$ cat src/hdl/rbf_pkg.sv
`timescale 1ns / 1ps
`default_nettype none

package rbf_pkg;

    // parameter defaults
    localparam int DEPTH_DEFAULT      = 16;
    localparam int ITEM_WIDTH_DEFAULT = 32;

    // fixed field widths
    localparam int SLOTS_W = 5;
    localparam int OP_W    = 2;
    localparam int DATA_W  = 32;
    localparam int OCC_W   = 4;

    localparam logic [SLOTS_W-1:0] SLOTS_RESET = 5'd16;

    // operation codes
    localparam logic [OP_W-1:0] OP_PUT    = 2'd0;
    localparam logic [OP_W-1:0] OP_GET    = 2'd1;
    localparam logic [OP_W-1:0] OP_FLUSH  = 2'd2;
    localparam logic [OP_W-1:0] OP_STATUS = 2'd3;

    // controller to datapath
    typedef struct packed {
        logic wr_en;     // store word at write pointer and advance
        logic rd_en;     // read word at read pointer and advance
        logic flush;     // both pointers back to zero
        logic load;      // capture a result into the output register
        logic from_mem;  // result of an accepted get, data from the read port
        logic acc;       // accepted flag for a result not from memory
    } cmd_t;

    // datapath to controller, status before the current word
    typedef struct packed {
        logic full;
        logic empty;
    } status_t;

endpackage

`default_nettype wire

$ cat src/hdl/rbf_ctrl.sv
`timescale 1ns / 1ps
`default_nettype none

module rbf_ctrl
(
    input  wire logic                       clk,
    input  wire logic                       rst_n,
    input  wire logic                       in_valid,
    output logic                            in_ready,
    input  wire logic [rbf_pkg::OP_W-1:0]   operation,
    output logic                            out_valid,
    input  wire logic                       out_ready,
    input  wire rbf_pkg::status_t           stat,
    output rbf_pkg::cmd_t                   cmd
);

    localparam logic ST_IDLE = 1'b0;
    localparam logic ST_READ = 1'b1;

    logic state_reg;
    logic state_next;
    logic out_valid_reg;
    logic out_valid_next;
    logic accept;

    assign in_ready  = (state_reg == ST_IDLE) && (!out_valid_reg || out_ready);
    assign accept    = in_valid && in_ready;
    assign out_valid = out_valid_reg;

    always_comb
    begin
        cmd          = '0;
        cmd.from_mem = (state_reg == ST_READ);
        if (accept)
        begin
            unique case (operation)
                rbf_pkg::OP_PUT:
                begin
                    cmd.wr_en = !stat.full;
                    cmd.acc   = !stat.full;
                    cmd.load  = 1'b1;
                end
                rbf_pkg::OP_GET:
                begin
                    // a refused get answers at once, a real one waits for the read port
                    cmd.rd_en = !stat.empty;
                    cmd.load  = stat.empty;
                end
                rbf_pkg::OP_FLUSH:
                begin
                    cmd.flush = 1'b1;
                    cmd.acc   = 1'b1;
                    cmd.load  = 1'b1;
                end
                rbf_pkg::OP_STATUS:
                begin
                    cmd.acc  = 1'b1;
                    cmd.load = 1'b1;
                end
                default:
                begin
                    cmd.load = 1'b1;
                end
            endcase
        end
        if (state_reg == ST_READ)
        begin
            cmd.load = 1'b1;
        end
    end

    always_comb
    begin
        state_next = state_reg;
        unique case (state_reg)
            ST_IDLE: if (cmd.rd_en) state_next = ST_READ;
            ST_READ: state_next = ST_IDLE;
            default: state_next = ST_IDLE;
        endcase
    end

    always_comb
    begin
        priority if (cmd.load)
            out_valid_next = 1'b1;
        else if (out_ready)
            out_valid_next = 1'b0;
        else
            out_valid_next = out_valid_reg;
    end

    always_ff @(posedge clk or negedge rst_n)
    begin
        if (!rst_n)
        begin
            state_reg     <= ST_IDLE;
            out_valid_reg <= 1'b0;
        end
        else
        begin
            state_reg     <= state_next;
            out_valid_reg <= out_valid_next;
        end
    end

endmodule

`default_nettype wire

$ cat src/hdl/rbf_datapath.sv
`timescale 1ns / 1ps
`default_nettype none

module rbf_datapath
#(
    parameter int DEPTH      = rbf_pkg::DEPTH_DEFAULT,
    parameter int ITEM_WIDTH = rbf_pkg::ITEM_WIDTH_DEFAULT
)
(
    input  wire logic                           clk,
    input  wire logic                           rst_n,
    input  wire logic                           cfg_write_en,
    input  wire logic [rbf_pkg::SLOTS_W-1:0]    cfg_write_data,
    input  wire logic [rbf_pkg::DATA_W-1:0]     put_data,
    input  wire rbf_pkg::cmd_t                  cmd,
    output rbf_pkg::status_t                    stat,
    output logic                                accepted,
    output logic [rbf_pkg::DATA_W-1:0]          read_data,
    output logic                                is_full,
    output logic                                is_empty,
    output logic [rbf_pkg::OCC_W-1:0]           occupancy
);

    localparam int PTR_W = (DEPTH > 1) ? $clog2(DEPTH) : 1;
    // arithmetic width: holds DEPTH and the slot register
    localparam int AW    = (PTR_W + 1 > rbf_pkg::SLOTS_W) ? PTR_W + 1 : rbf_pkg::SLOTS_W;

    logic [rbf_pkg::SLOTS_W-1:0] slots_reg;
    logic [PTR_W-1:0]            rp_reg;
    logic [PTR_W-1:0]            rp_next;
    logic [PTR_W-1:0]            wp_reg;
    logic [PTR_W-1:0]            wp_next;
    logic [ITEM_WIDTH-1:0]       mem [DEPTH];
    logic [ITEM_WIDTH-1:0]       mem_rd_reg;
    logic [AW-1:0]               slots_ext;
    logic [AW-1:0]               ring_len;

    logic                        accepted_reg;
    logic [rbf_pkg::DATA_W-1:0]  read_data_reg;
    logic                        full_reg;
    logic                        empty_reg;
    logic [rbf_pkg::OCC_W-1:0]   occ_reg;

    function automatic logic [PTR_W-1:0] advance(input logic [PTR_W-1:0] p,
                                                 input logic [AW-1:0] len);
        logic [AW-1:0] n;
        n = AW'(p) + AW'(1);
        return (n >= len) ? '0 : n[PTR_W-1:0];
    endfunction

    function automatic logic ring_full(input logic [PTR_W-1:0] rp,
                                       input logic [PTR_W-1:0] wp,
                                       input logic [AW-1:0] len);
        if (rp == '0)
            return AW'(wp) == (len - AW'(1));
        return AW'(rp) == (AW'(wp) + AW'(1));
    endfunction

    function automatic logic [rbf_pkg::OCC_W-1:0] ring_count(input logic [PTR_W-1:0] rp,
                                                             input logic [PTR_W-1:0] wp,
                                                             input logic [AW-1:0] len);
        logic [AW-1:0] c;
        if (wp >= rp)
            c = AW'(wp) - AW'(rp);
        else
            c = len - (AW'(rp) - AW'(wp));
        return c[rbf_pkg::OCC_W-1:0];
    endfunction

    // slot count limited to 2 .. DEPTH
    assign slots_ext = AW'(slots_reg);
    always_comb
    begin
        priority if (slots_ext < AW'(2))
            ring_len = AW'(2);
        else if (slots_ext > AW'(DEPTH))
            ring_len = AW'(DEPTH);
        else
            ring_len = slots_ext;
    end

    always_comb
    begin
        rp_next = rp_reg;
        wp_next = wp_reg;
        if (cmd.flush)
        begin
            rp_next = '0;
            wp_next = '0;
        end
        else
        begin
            if (cmd.wr_en) wp_next = advance(wp_reg, ring_len);
            if (cmd.rd_en) rp_next = advance(rp_reg, ring_len);
        end
    end

    assign stat.full  = ring_full(rp_reg, wp_reg, ring_len);
    assign stat.empty = (rp_reg == wp_reg);

    always_ff @(posedge clk or negedge rst_n)
    begin
        if (!rst_n)
        begin
            slots_reg <= rbf_pkg::SLOTS_RESET;
            rp_reg    <= '0;
            wp_reg    <= '0;
        end
        else
        begin
            if (cfg_write_en) slots_reg <= cfg_write_data;
            rp_reg <= rp_next;
            wp_reg <= wp_next;
        end
    end

    // storage, one write and one registered read port
    always_ff @(posedge clk)
    begin
        if (cmd.wr_en) mem[wp_reg] <= ITEM_WIDTH'(put_data);
        if (cmd.rd_en) mem_rd_reg <= mem[rp_reg];
    end

    // output word, status taken after the pointer update
    always_ff @(posedge clk)
    begin
        if (cmd.load)
        begin
            accepted_reg  <= cmd.from_mem ? 1'b1 : cmd.acc;
            read_data_reg <= cmd.from_mem ? rbf_pkg::DATA_W'(mem_rd_reg) : '0;
            full_reg      <= ring_full(rp_next, wp_next, ring_len);
            empty_reg     <= (rp_next == wp_next);
            occ_reg       <= ring_count(rp_next, wp_next, ring_len);
        end
    end

    assign accepted  = accepted_reg;
    assign read_data = read_data_reg;
    assign is_full   = full_reg;
    assign is_empty  = empty_reg;
    assign occupancy = occ_reg;

endmodule

`default_nettype wire

$ cat src/hdl/ring_buffer_fifo_top.sv
// Ring buffer FIFO with one slot kept open: a ring of slots_in_use slots (limited to
// 2 .. DEPTH) holds at most slots_in_use-1 words. Each input word carries an operation
// (put, get, flush or status) and produces exactly one output word with the accepted
// flag, the data of an accepted get (zero otherwise) and the full, empty and occupancy
// status after the operation. A put, flush, status or refused get loads its result
// into the output register; an accepted get first goes through the registered read port.
// A new input word is taken only while the output register is empty or its result is
// taken in the same cycle, so a waiting result holds off the input.
// Write slots_in_use only while idle and flush afterwards; storage is not cleared, so a
// get must never reach an entry that was not written since reset.
`timescale 1ns / 1ps
`default_nettype none

module ring_buffer_fifo_top
#(
    parameter int DEPTH      = rbf_pkg::DEPTH_DEFAULT,
    parameter int ITEM_WIDTH = rbf_pkg::ITEM_WIDTH_DEFAULT
)
(
    input  wire logic                           clk,
    input  wire logic                           rst_n,
    // slot count register
    input  wire logic                           cfg_write_en,
    input  wire logic [rbf_pkg::SLOTS_W-1:0]    cfg_write_data,
    // input words
    input  wire logic                           in_valid,
    output logic                                in_ready,
    input  wire logic [rbf_pkg::OP_W-1:0]       operation,
    input  wire logic [rbf_pkg::DATA_W-1:0]     put_data,
    // output words
    output logic                                out_valid,
    input  wire logic                           out_ready,
    output logic                                accepted,
    output logic [rbf_pkg::DATA_W-1:0]          read_data,
    output logic                                is_full,
    output logic                                is_empty,
    output logic [rbf_pkg::OCC_W-1:0]           occupancy
);

    rbf_pkg::cmd_t    cmd;
    rbf_pkg::status_t stat;

    // handshakes, state machine and output valid
    rbf_ctrl u_ctrl
    (
        .clk       (clk),
        .rst_n     (rst_n),
        .in_valid  (in_valid),
        .in_ready  (in_ready),
        .operation (operation),
        .out_valid (out_valid),
        .out_ready (out_ready),
        .stat      (stat),
        .cmd       (cmd)
    );

    // pointers, slot register, storage and output word
    rbf_datapath
    #(
        .DEPTH      (DEPTH),
        .ITEM_WIDTH (ITEM_WIDTH)
    )
    u_datapath
    (
        .clk            (clk),
        .rst_n          (rst_n),
        .cfg_write_en   (cfg_write_en),
        .cfg_write_data (cfg_write_data),
        .put_data       (put_data),
        .cmd            (cmd),
        .stat           (stat),
        .accepted       (accepted),
        .read_data      (read_data),
        .is_full        (is_full),
        .is_empty       (is_empty),
        .occupancy      (occupancy)
    );

    // an accepted get blocks input while its read is registered, then presents its result
    a_get_two_cycles: assert property (@(posedge clk) disable iff (!rst_n)
        (in_valid && in_ready && operation == rbf_pkg::OP_GET && !stat.empty)
        |=> (!in_ready && !out_valid) ##1 out_valid)
        else $error("accepted get did not complete in two cycles");

    // every other operation answers in the next cycle
    a_direct_result: assert property (@(posedge clk) disable iff (!rst_n)
        (in_valid && in_ready && (operation != rbf_pkg::OP_GET || stat.empty))
        |=> out_valid)
        else $error("result missing after single cycle operation");

    // full and empty exclude each other, empty means nothing waiting
    a_status_consistent: assert property (@(posedge clk) disable iff (!rst_n)
        out_valid |-> !(is_full && is_empty) && (!is_empty || occupancy == '0))
        else $error("inconsistent status in result");

    // a refused put or get returns no data
    a_refused_no_data: assert property (@(posedge clk) disable iff (!rst_n)
        (out_valid && !accepted) |-> (read_data == '0))
        else $error("refused operation returned data");

endmodule

`default_nettype wire

$ cat config.mk
export PLATFORM = sky130hd
export DESIGN_NAME = ring_buffer_fifo_top
export DESIGN_NICKNAME = d
export VERILOG_FILES = /design/src/hdl/rbf_pkg.sv /design/src/hdl/rbf_ctrl.sv /design/src/hdl/rbf_datapath.sv /design/src/hdl/ring_buffer_fifo_top.sv
export SDC_FILE = /design/constraint.sdc
export NUM_CORES = 1
export LEC_CHECK = 0
export BUFFER_PORTS_ARGS = -buffer_cell sky130_fd_sc_hd__buf_2
export CAP_MARGIN = 5
export CORE_ASPECT_RATIO = 1.4
export CORE_MARGIN = 2
export CORE_UTILIZATION = 40
export DETAILED_ROUTE_END_ITERATION = 12
export PLACE_DENSITY_LB_ADDON = 0.1
export SLEW_MARGIN = 30
export SYNTH_ARGS = -nofsm -noshare
export SYNTH_HDL_FRONTEND = slang
export SYNTH_SLANG_ARGS = --single-unit
$ cat constraint.sdc
create_clock -name clk -period 5.45 [get_ports clk]
set_input_delay 1.09 -clock clk [delete_from_list [all_inputs] [get_ports clk]]
set_output_delay 1.09 -clock clk [all_outputs]
set_load 0.02 [all_outputs]
==> impl_results.md, run 1 <==
- Run status: finished, final reports clean
- Number of port buffers: 84
- Number of flops mapped to enable cells by yosys: 583
- # clock sinks: 598
- Timing-limited maximum frequency: 221.1 MHz
- Power per cell area: 410.9 nW/um^2
- Share of cells above drive strength 1: 22.29%
- Cell Chain, Critical Path: inv_1 -> o311a_1 -> ha_1 -> nor3b_1 -> o21ai_0 -> a211oi_1 -> o211ai_2 -> a21oi_1 -> a21o_2 -> inv_1 -> fa_1 -> inv_1 -> ha_1 -> a21oi_1 -> xnor2_1 -> xnor2_1 -> mux2i_1
- Leading cell types in the layout, fill and taps excluded: edfxtp_1, mux2i_1, buf_2, o21ai_0, mux4_2
- DR WL met2: 30.36 mm
- Average detailed-routed wire length per instance: 26.49 microns
- Commonest register cell after synthesis: edfxtp_1
- Drt first-iter violations: 960
- Max-slew violations: 0
- Critical path depth in cells: 17
- Critical path startpoint category: register
- Cell with the largest stage delay on the worst path: dfstp_2
- Met3 wire len: 2.545 mm
- Horizontal extent of the die: 210.6 microns
- Reg-to-reg slack, setup: 930 ps
- Maximum number of pins on one net before global-route repair: 107
- Leftover overflow at the end of global routing: 0
- Number of top-level pins: 85
- Critical register-to-register path endpoint: u_datapath.occupancy[3]$_DFFE_PP_
- Reg area: 17890 sq um
- Estimated wirelength of the detail-placed design: 30.91 mm
- Crit path DAT: 4870 ps
- Total setup violations reported at the end of the flow: 0
- Clk pin slew, worst setup/hold paths: 70 ps
- Final clock period utilization by the worst path: 82.97%
- Max Buffers Root-to-Sink: 3
- Ratio of routed vias to standard cells: 5.472
- Gate count after technology mapping: 1313
- Slew @ Worst Pin: 901.1 ps
- Uppermost routed layer: met5
- Clock tree from TritonCTS: yes
- Starting Density: 40.23%
- First-pass DRT Iterations: 5
- Path depth of the worst reg2reg path: 17
- Post-synthesis sequential element count: 598
- Final Hold Violating Endpoints: 0
- RSZ-0062 raised after global routing: false
- Most common library cell in the layout ignoring fill and taps: edfxtp_1
- Net count, final: 1495
- Number of global-route vias before repair: 12684
- Hold-fix buffers, CTS: 0
- Global-route total usage across every layer: 19.29%
- Cell Area, Synth: 23900 sq um
- Layout area overhead: 13.90%
- Synth Net Count: 1386
- Aggregate negative setup slack: 0 ps
- Part of the Yosys area used for sequential elements: 74.82%
- Skew-Pair Late Insertion Delay: 620 ps
- Reported leakage power: 8.841 nW
- Time the final worst path needs with I/O delays and setup: 4522 ps
- Startpoint of the worst-slack reg-to-reg timing path: u_datapath.slots_ext[4]$_DFFE_PN1P_
- Max FFs per register: 512
- Fin Hold WS: 392.9 ps
- Die footprint: 61750 sq um
- H-Tree Depth: 2
- Global-route wire length before repair: 85.91 mm
- Post-CTS Resized: 0
- Post-route met1 wirelength: 24.72 mm
- Number of buffers created by CTS: 57
- GPL Wtd Cong: 0.8376
- Warnings from Yosys: 0
- Worst Skew: 22.24 ps
- Number of nets with antenna violations after detailed routing: 0
- Total buffers and inverters traversed by the critical path: 3
- Setup crit start: u_datapath.slots_ext[4]$_DFFE_PN1P_
- Total number of placement rows: 106
- Critical path's most frequent cell: inv_1
- Async set-or-reset flop fraction in the synthesized netlist: 2.508%
- Multi-input logic area: 5794 sq um
- Placeable core region: 59420 sq um
- Die height: 293.2 microns
- Mean cell area of the mapped netlist: 18.20 sq um
- Relative slew margins: 39.80%
- Synth unique cells: 63
- Postcts setup bufs: 0
- Initial antenna violation count: 5
- Total length of routed wires: 58.93 mm
- Worst hold-check path type: input port to asynchronous set/reset pin
- Residual DRC: 0
- End point of the critical path: u_datapath.occupancy[3]$_DFFE_PP_
- Worst setup path category: register to register
- Via total after detailed routing: 12175
- Crit-path max FO: 9
- Buffer cell driving the clock tree root: clkbuf_16
- Cell type group with the largest total delay on the critical path: compound AO/OA/AOI/OAI gates
- Number of maximum-capacitance violations: 0
- Critical path's largest stage delay: 620 ps
- Required time at the worst-slack endpoint: 5800 ps
- Endpoint kind of the worst setup timing path: register
- Number of fillers in the final layout: 5145
- Worst ir drop on vdd: 0.2282 mV
how the worst min path moves through the flow:
stage                                        startpoint  depth (start not counted)  slack [ps]                                     end
finish                                            rst_n                          1         390          u_datapath.wp_reg[2]$_DFF_PN0_
global route                                      rst_n                          1         400          u_datapath.wp_reg[2]$_DFF_PN0_
CTS                                               rst_n                          1         370          u_datapath.wp_reg[2]$_DFF_PN0_
detailed placement  u_datapath.mem_rd_reg[10]$_DFFE_PP_                          1         510  u_datapath.read_data[10]$_SDFFCE_PN0P_
global placement     u_datapath.mem_rd_reg[9]$_DFFE_PP_                          1         510   u_datapath.read_data[9]$_SDFFCE_PN0P_
floorplan            u_datapath.mem_rd_reg[0]$_DFFE_PP_                          1         500   u_datapath.read_data[0]$_SDFFCE_PN0P_
per-stage QoR:
step | setup WS [ps] | instance area (sq um) | instances | util, % | total power (W)
final | 928.0 | 27220 | 2225 | 45.82 | 0.01119
after detailed placement | 751.3 | 25450 | 2119 | 42.84 | 0.007530
after floorplan | 570.2 | 23900 | 1313 | - | 0.006895
after global routing | 508.2 | 27220 | 2223 | 45.81 | 0.01168
after global placement | 836.6 | 25450 | 2119 | 42.84 | 0.007524
after CTS | 915.3 | 27210 | 2223 | 45.80 | 0.01136
logic make-up (layout without fill, tap and decap cells):
kind of cell / after synthesis / after routing / share of synthesized area [%]
buffers and inverters: 87 / 241 / 1.440
AND/OR/NAND/NOR: 161 / 161 / 3.429
XOR/XNOR: 23 / 23 / 0.9841
flip-flops: 598 / 598 / 74.82
adder cells (fa/ha/maj): 29 / 29 / 1.612
multiplexers: 199 / 199 / 11.87
AO/OA/AOI/OAI: 216 / 216 / 5.847
other: 0 / 2 / 0
per-layer routing:
layer  track usage, %  up-vias
met1            24.73     6334
met4            5.393        4
li1                 -     5471
met5                0        -
met3            2.832       87
met2            34.11      279
final cells by class:
| cell class | count | area share, % |
|---|---|---|
| tap | 756 | 3.475 |
| antenna | 2 | 0.01838 |
| clock buffer | 70 | 5.497 |
| multi-input combinational | 628 | 21.28 |
| inverter | 20 | 0.2804 |
| timing repair buffer | 117 | 2.744 |
| clock inverter | 34 | 0.9744 |
| sequential | 598 | 65.73 |
power by group:
part | total [W] | leakage [nW] | internal, W | switching, W
Sequential | 0.00543 | 5.46 | 0.00531 | 0.000120
Combinational | 0.00195 | 2.53 | 0.000826 | 0.00113
Clock | 0.00381 | 0.851 | 0.00209 | 0.00172
Total | 0.0112 | 8.84 | 0.00822 | 0.00296
Yosys cell counts, types with 16 or more instances:
| cell type | instances | area (sq um) |
|---|---|---|
| a21oi_1 | 43 | 215.2 |
| mux4_2 | 64 | 1441 |
| a22oi_1 | 32 | 240.2 |
| mux2i_1 | 100 | 1001 |
| and2_1 | 34 | 212.7 |
| buf_1 | 24 | 90.09 |
| ha_1 | 26 | 325.3 |
| xnor2_1 | 16 | 140.1 |
| edfxtp_1 | 583 | 17510 |
| o21ai_0 | 73 | 365.4 |
| a221oi_1 | 32 | 280.3 |
| nor2_1 | 23 | 86.33 |
| clkbuf_1 | 35 | 131.4 |
| nand2_1 | 55 | 206.5 |
| mux2_2 | 35 | 394.1 |
| inv_1 | 18 | 67.56 |
Power figures use the tool's default switching activity.
==> run 2: changes to the inputs <==
clock period = 3.8 ns   (was 5.45 ns; I/O delays follow)
==> impl_results.md, run 2 (synthesized netlist as in run 1, its figures left out) <==
- Residual DRC: 0
- GPL Wtd Cong: 0.8647
- Fin Hold WS: 84.83 ps
- Final Hold Violating Endpoints: 0
- Number of port buffers: 84
- Total length of routed wires: 58.61 mm
- Placed Instances: 2191
- Ratio of routed vias to standard cells: 5.477
- Final cell count without fillers: 2307
- H-Tree Depth: 2
- RSZ-0062 raised after global routing: true
- Combinational cell fraction of total power: 20.8%
- Switching power as a share of total power: 26.65%
- Placeable core region: 59420 sq um
- Estimated wirelength of the detail-placed design: 31.90 mm
- Die footprint: 61750 sq um
- Top Usage Layer GRT: met2
- Total setup violations reported at the end of the flow: 0
- Cell with the largest stage delay on the worst path: dfrtp_1
- Starting Density: 40.23%
- Path depth of the worst reg2reg path: 14
- Drt first-iter violations: 993
- Net count, final: 1578
- First-pass DRT Iterations: 5
- Required time at the worst-slack endpoint: 4150 ps
- Worst ir drop on vdd: 0.3803 mV
- Worst hold-check path type: input port to asynchronous set/reset pin
- Global-route wire length before repair: 86.08 mm
- Critical path startpoint category: register
- Leftover overflow at the end of global routing: 0
- Switching power: 0.004445 W
- Run status: finished, final reports clean
- Critical register-to-register path endpoint: u_datapath.occupancy[3]$_DFFE_PP_
- Horizontal extent of the die: 210.6 microns
- Number of nets with antenna violations after detailed routing: 0
- Startpoint of the worst-slack reg-to-reg timing path: u_datapath.slots_ext[1]$_DFFE_PN0P_
- Most common library cell in the layout ignoring fill and taps: edfxtp_1
- Power share of the clock group: 33.0%
- Crit-path max FO: 5
- Via total after detailed routing: 12635
- Reg-to-reg slack, setup: 60 ps
- Timing-limited maximum frequency: 267.6 MHz
- Relative slew margins: 33.85%
- Slew @ Worst Pin: 992.3 ps
- # clock sinks: 598
- Number of buffers created by CTS: 58
- Overall power after layout: 0.01668 W
- Initial antenna violation count: 4
- Aggregate negative setup slack: 0 ps
- Average detailed-routed wire length per instance: 25.40 microns
- Cell Chain, Critical Path: buf_6 -> o21a_1 -> or4_1 -> a221o_1 -> o21ai_1 -> nor2_1 -> a31o_2 -> ha_1 -> ha_4 -> a21o_1 -> a21oi_4 -> xnor2_2 -> xnor2_1 -> mux2i_1
- Max-slew violations: 0
- Worst setup path category: register to register
- # diodes: 0
- Hold-fix buffers, CTS: 0
- Number of global-route vias before repair: 13033
- Die height: 293.2 microns
- Critical path's largest stage delay: 430 ps
- Reported leakage power: 9.281 nW
- Buffer cell driving the clock tree root: clkbuf_16
- Global-route total usage across every layer: 19.10%
- Share of cells above drive strength 1: 29.53%
- Worst Skew: 12.77 ps
- Skew-Pair Late Insertion Delay: 610 ps
- Final clock period utilization by the worst path: 98.34%
- Met3 Use GR: 2.480%
- Cell-internal power: 0.01223 W
- Power share of the sequential group: 46.2%
- Clock tree from TritonCTS: yes
- Met2 global-route usage: 33.74%
- GR met1 Demand/Resource: 24.91%
- Time the final worst path needs with I/O delays and setup: 3737 ps
- Clk pin slew, worst setup/hold paths: 70 ps
- Power per cell area: 590.6 nW/um^2
- Post-place setup slack: -113.3 ps
- Layout area overhead: 18.15%
- Endpoint kind of the worst setup timing path: register
- Leading cell types in the layout, fill and taps excluded: edfxtp_1, mux2i_1, buf_4, buf_2, o21ai_0
- Maximum number of pins on one net before global-route repair: 113
- Number of top-level pins: 85
- Max Buffers Root-to-Sink: 3
- Total number of placement rows: 106
- Max FFs per register: 512
- Number of maximum-capacitance violations: 0
- Setup slack of the critical path after layout: 62.97 ps
- Crit path DAT: 4090 ps
## run 2: cell count changes in the layout (fill, tap and decap cells not counted), moves of 5 or more
cell     before  now
inv_6         0    5
inv_1        18   13
ha_1         26   16
o21ai_0      73   68
buf_12        6   15
buf_4        26   98
ha_4          0    6
inv_2         1    6
## run 2: per-stage QoR
stage / cell area, sq um / utilization, %
2_1_floorplan: 23960 / -
6_report: 28240 / 47.53
5_1_grt: 28240 / 47.53
4_1_cts: 28060 / 47.23
3_5_place_dp: 26160 / 44.03
3_3_place_gp: 26160 / 44.03
## run 2: critical path, delay by kind of cell (launching register included)
| kind | cells | cell delay (ps) |
|---|---|---|
| compound gates | 6 | 1460 |
| xor+xnor | 2 | 280 |
| fa+ha+maj | 2 | 580 |
| buf+inv | 1 | 150 |
| flops | 1 | 430 |
| mux | 1 | 90 |
| simple gates | 2 | 490 |
## run 2: metal layers
layer	wire (microns)	up-vias
met5	27	-
met4	1292	4
met3	2059	88
met2	30450	252
met1	24780	6649
li1	-	5642
## run 2: how the worst max path moves through the flow
stage                                                   start                           endpoint  slack (ps)  cells after the start
after floorplan                u_datapath.rp_reg[1]$_DFF_PN0_  u_datapath.occupancy[3]$_DFFE_PP_          10                     19
after global placement         u_datapath.rp_reg[0]$_DFF_PN0_  u_datapath.occupancy[3]$_DFFE_PP_         -70                     17
after detailed placement       u_datapath.rp_reg[0]$_DFF_PN0_  u_datapath.occupancy[3]$_DFFE_PP_        -110                     18
after CTS                 u_datapath.slots_ext[1]$_DFFE_PN0P_  u_datapath.occupancy[3]$_DFFE_PP_        -0.4                     16
after global routing      u_datapath.slots_ext[3]$_DFFE_PN0P_  u_datapath.occupancy[3]$_DFFE_PP_         -60                     20
final                     u_datapath.slots_ext[1]$_DFFE_PN0P_  u_datapath.occupancy[3]$_DFFE_PP_          60                     14
## run 2: layout make-up
| class | count | area (sq um) |
|---|---|---|
| Fill cell | 5064 | 31180 |
| Sequential cell | 598 | 17900 |
| Multi-Input combinational cell | 628 | 6038 |
| Clock buffer | 68 | 1510 |
| Timing Repair Buffer | 199 | 1479 |
| Tap cell | 756 | 945.9 |
| Clock inverter | 38 | 289.0 |
| Inverter | 20 | 80.08 |
## run 2: power by group through the flow
stage	Sequential, W	Combinational, W	Clock, W
after global placement	0.00783	0.00325	0
after floorplan	0.00801	0.00190	0
final	0.00770	0.00347	0.00551
after global routing	0.00773	0.00375	0.00588
after detailed placement	0.00783	0.00326	0
after CTS	0.00770	0.00334	0.00566
## run 2: timing repair
action                     4_1_cts  5_1_grt
setup endpoints to repair        3        4
pin swaps                        6       26
setup buffers                    3        7
resized for setup               18       33
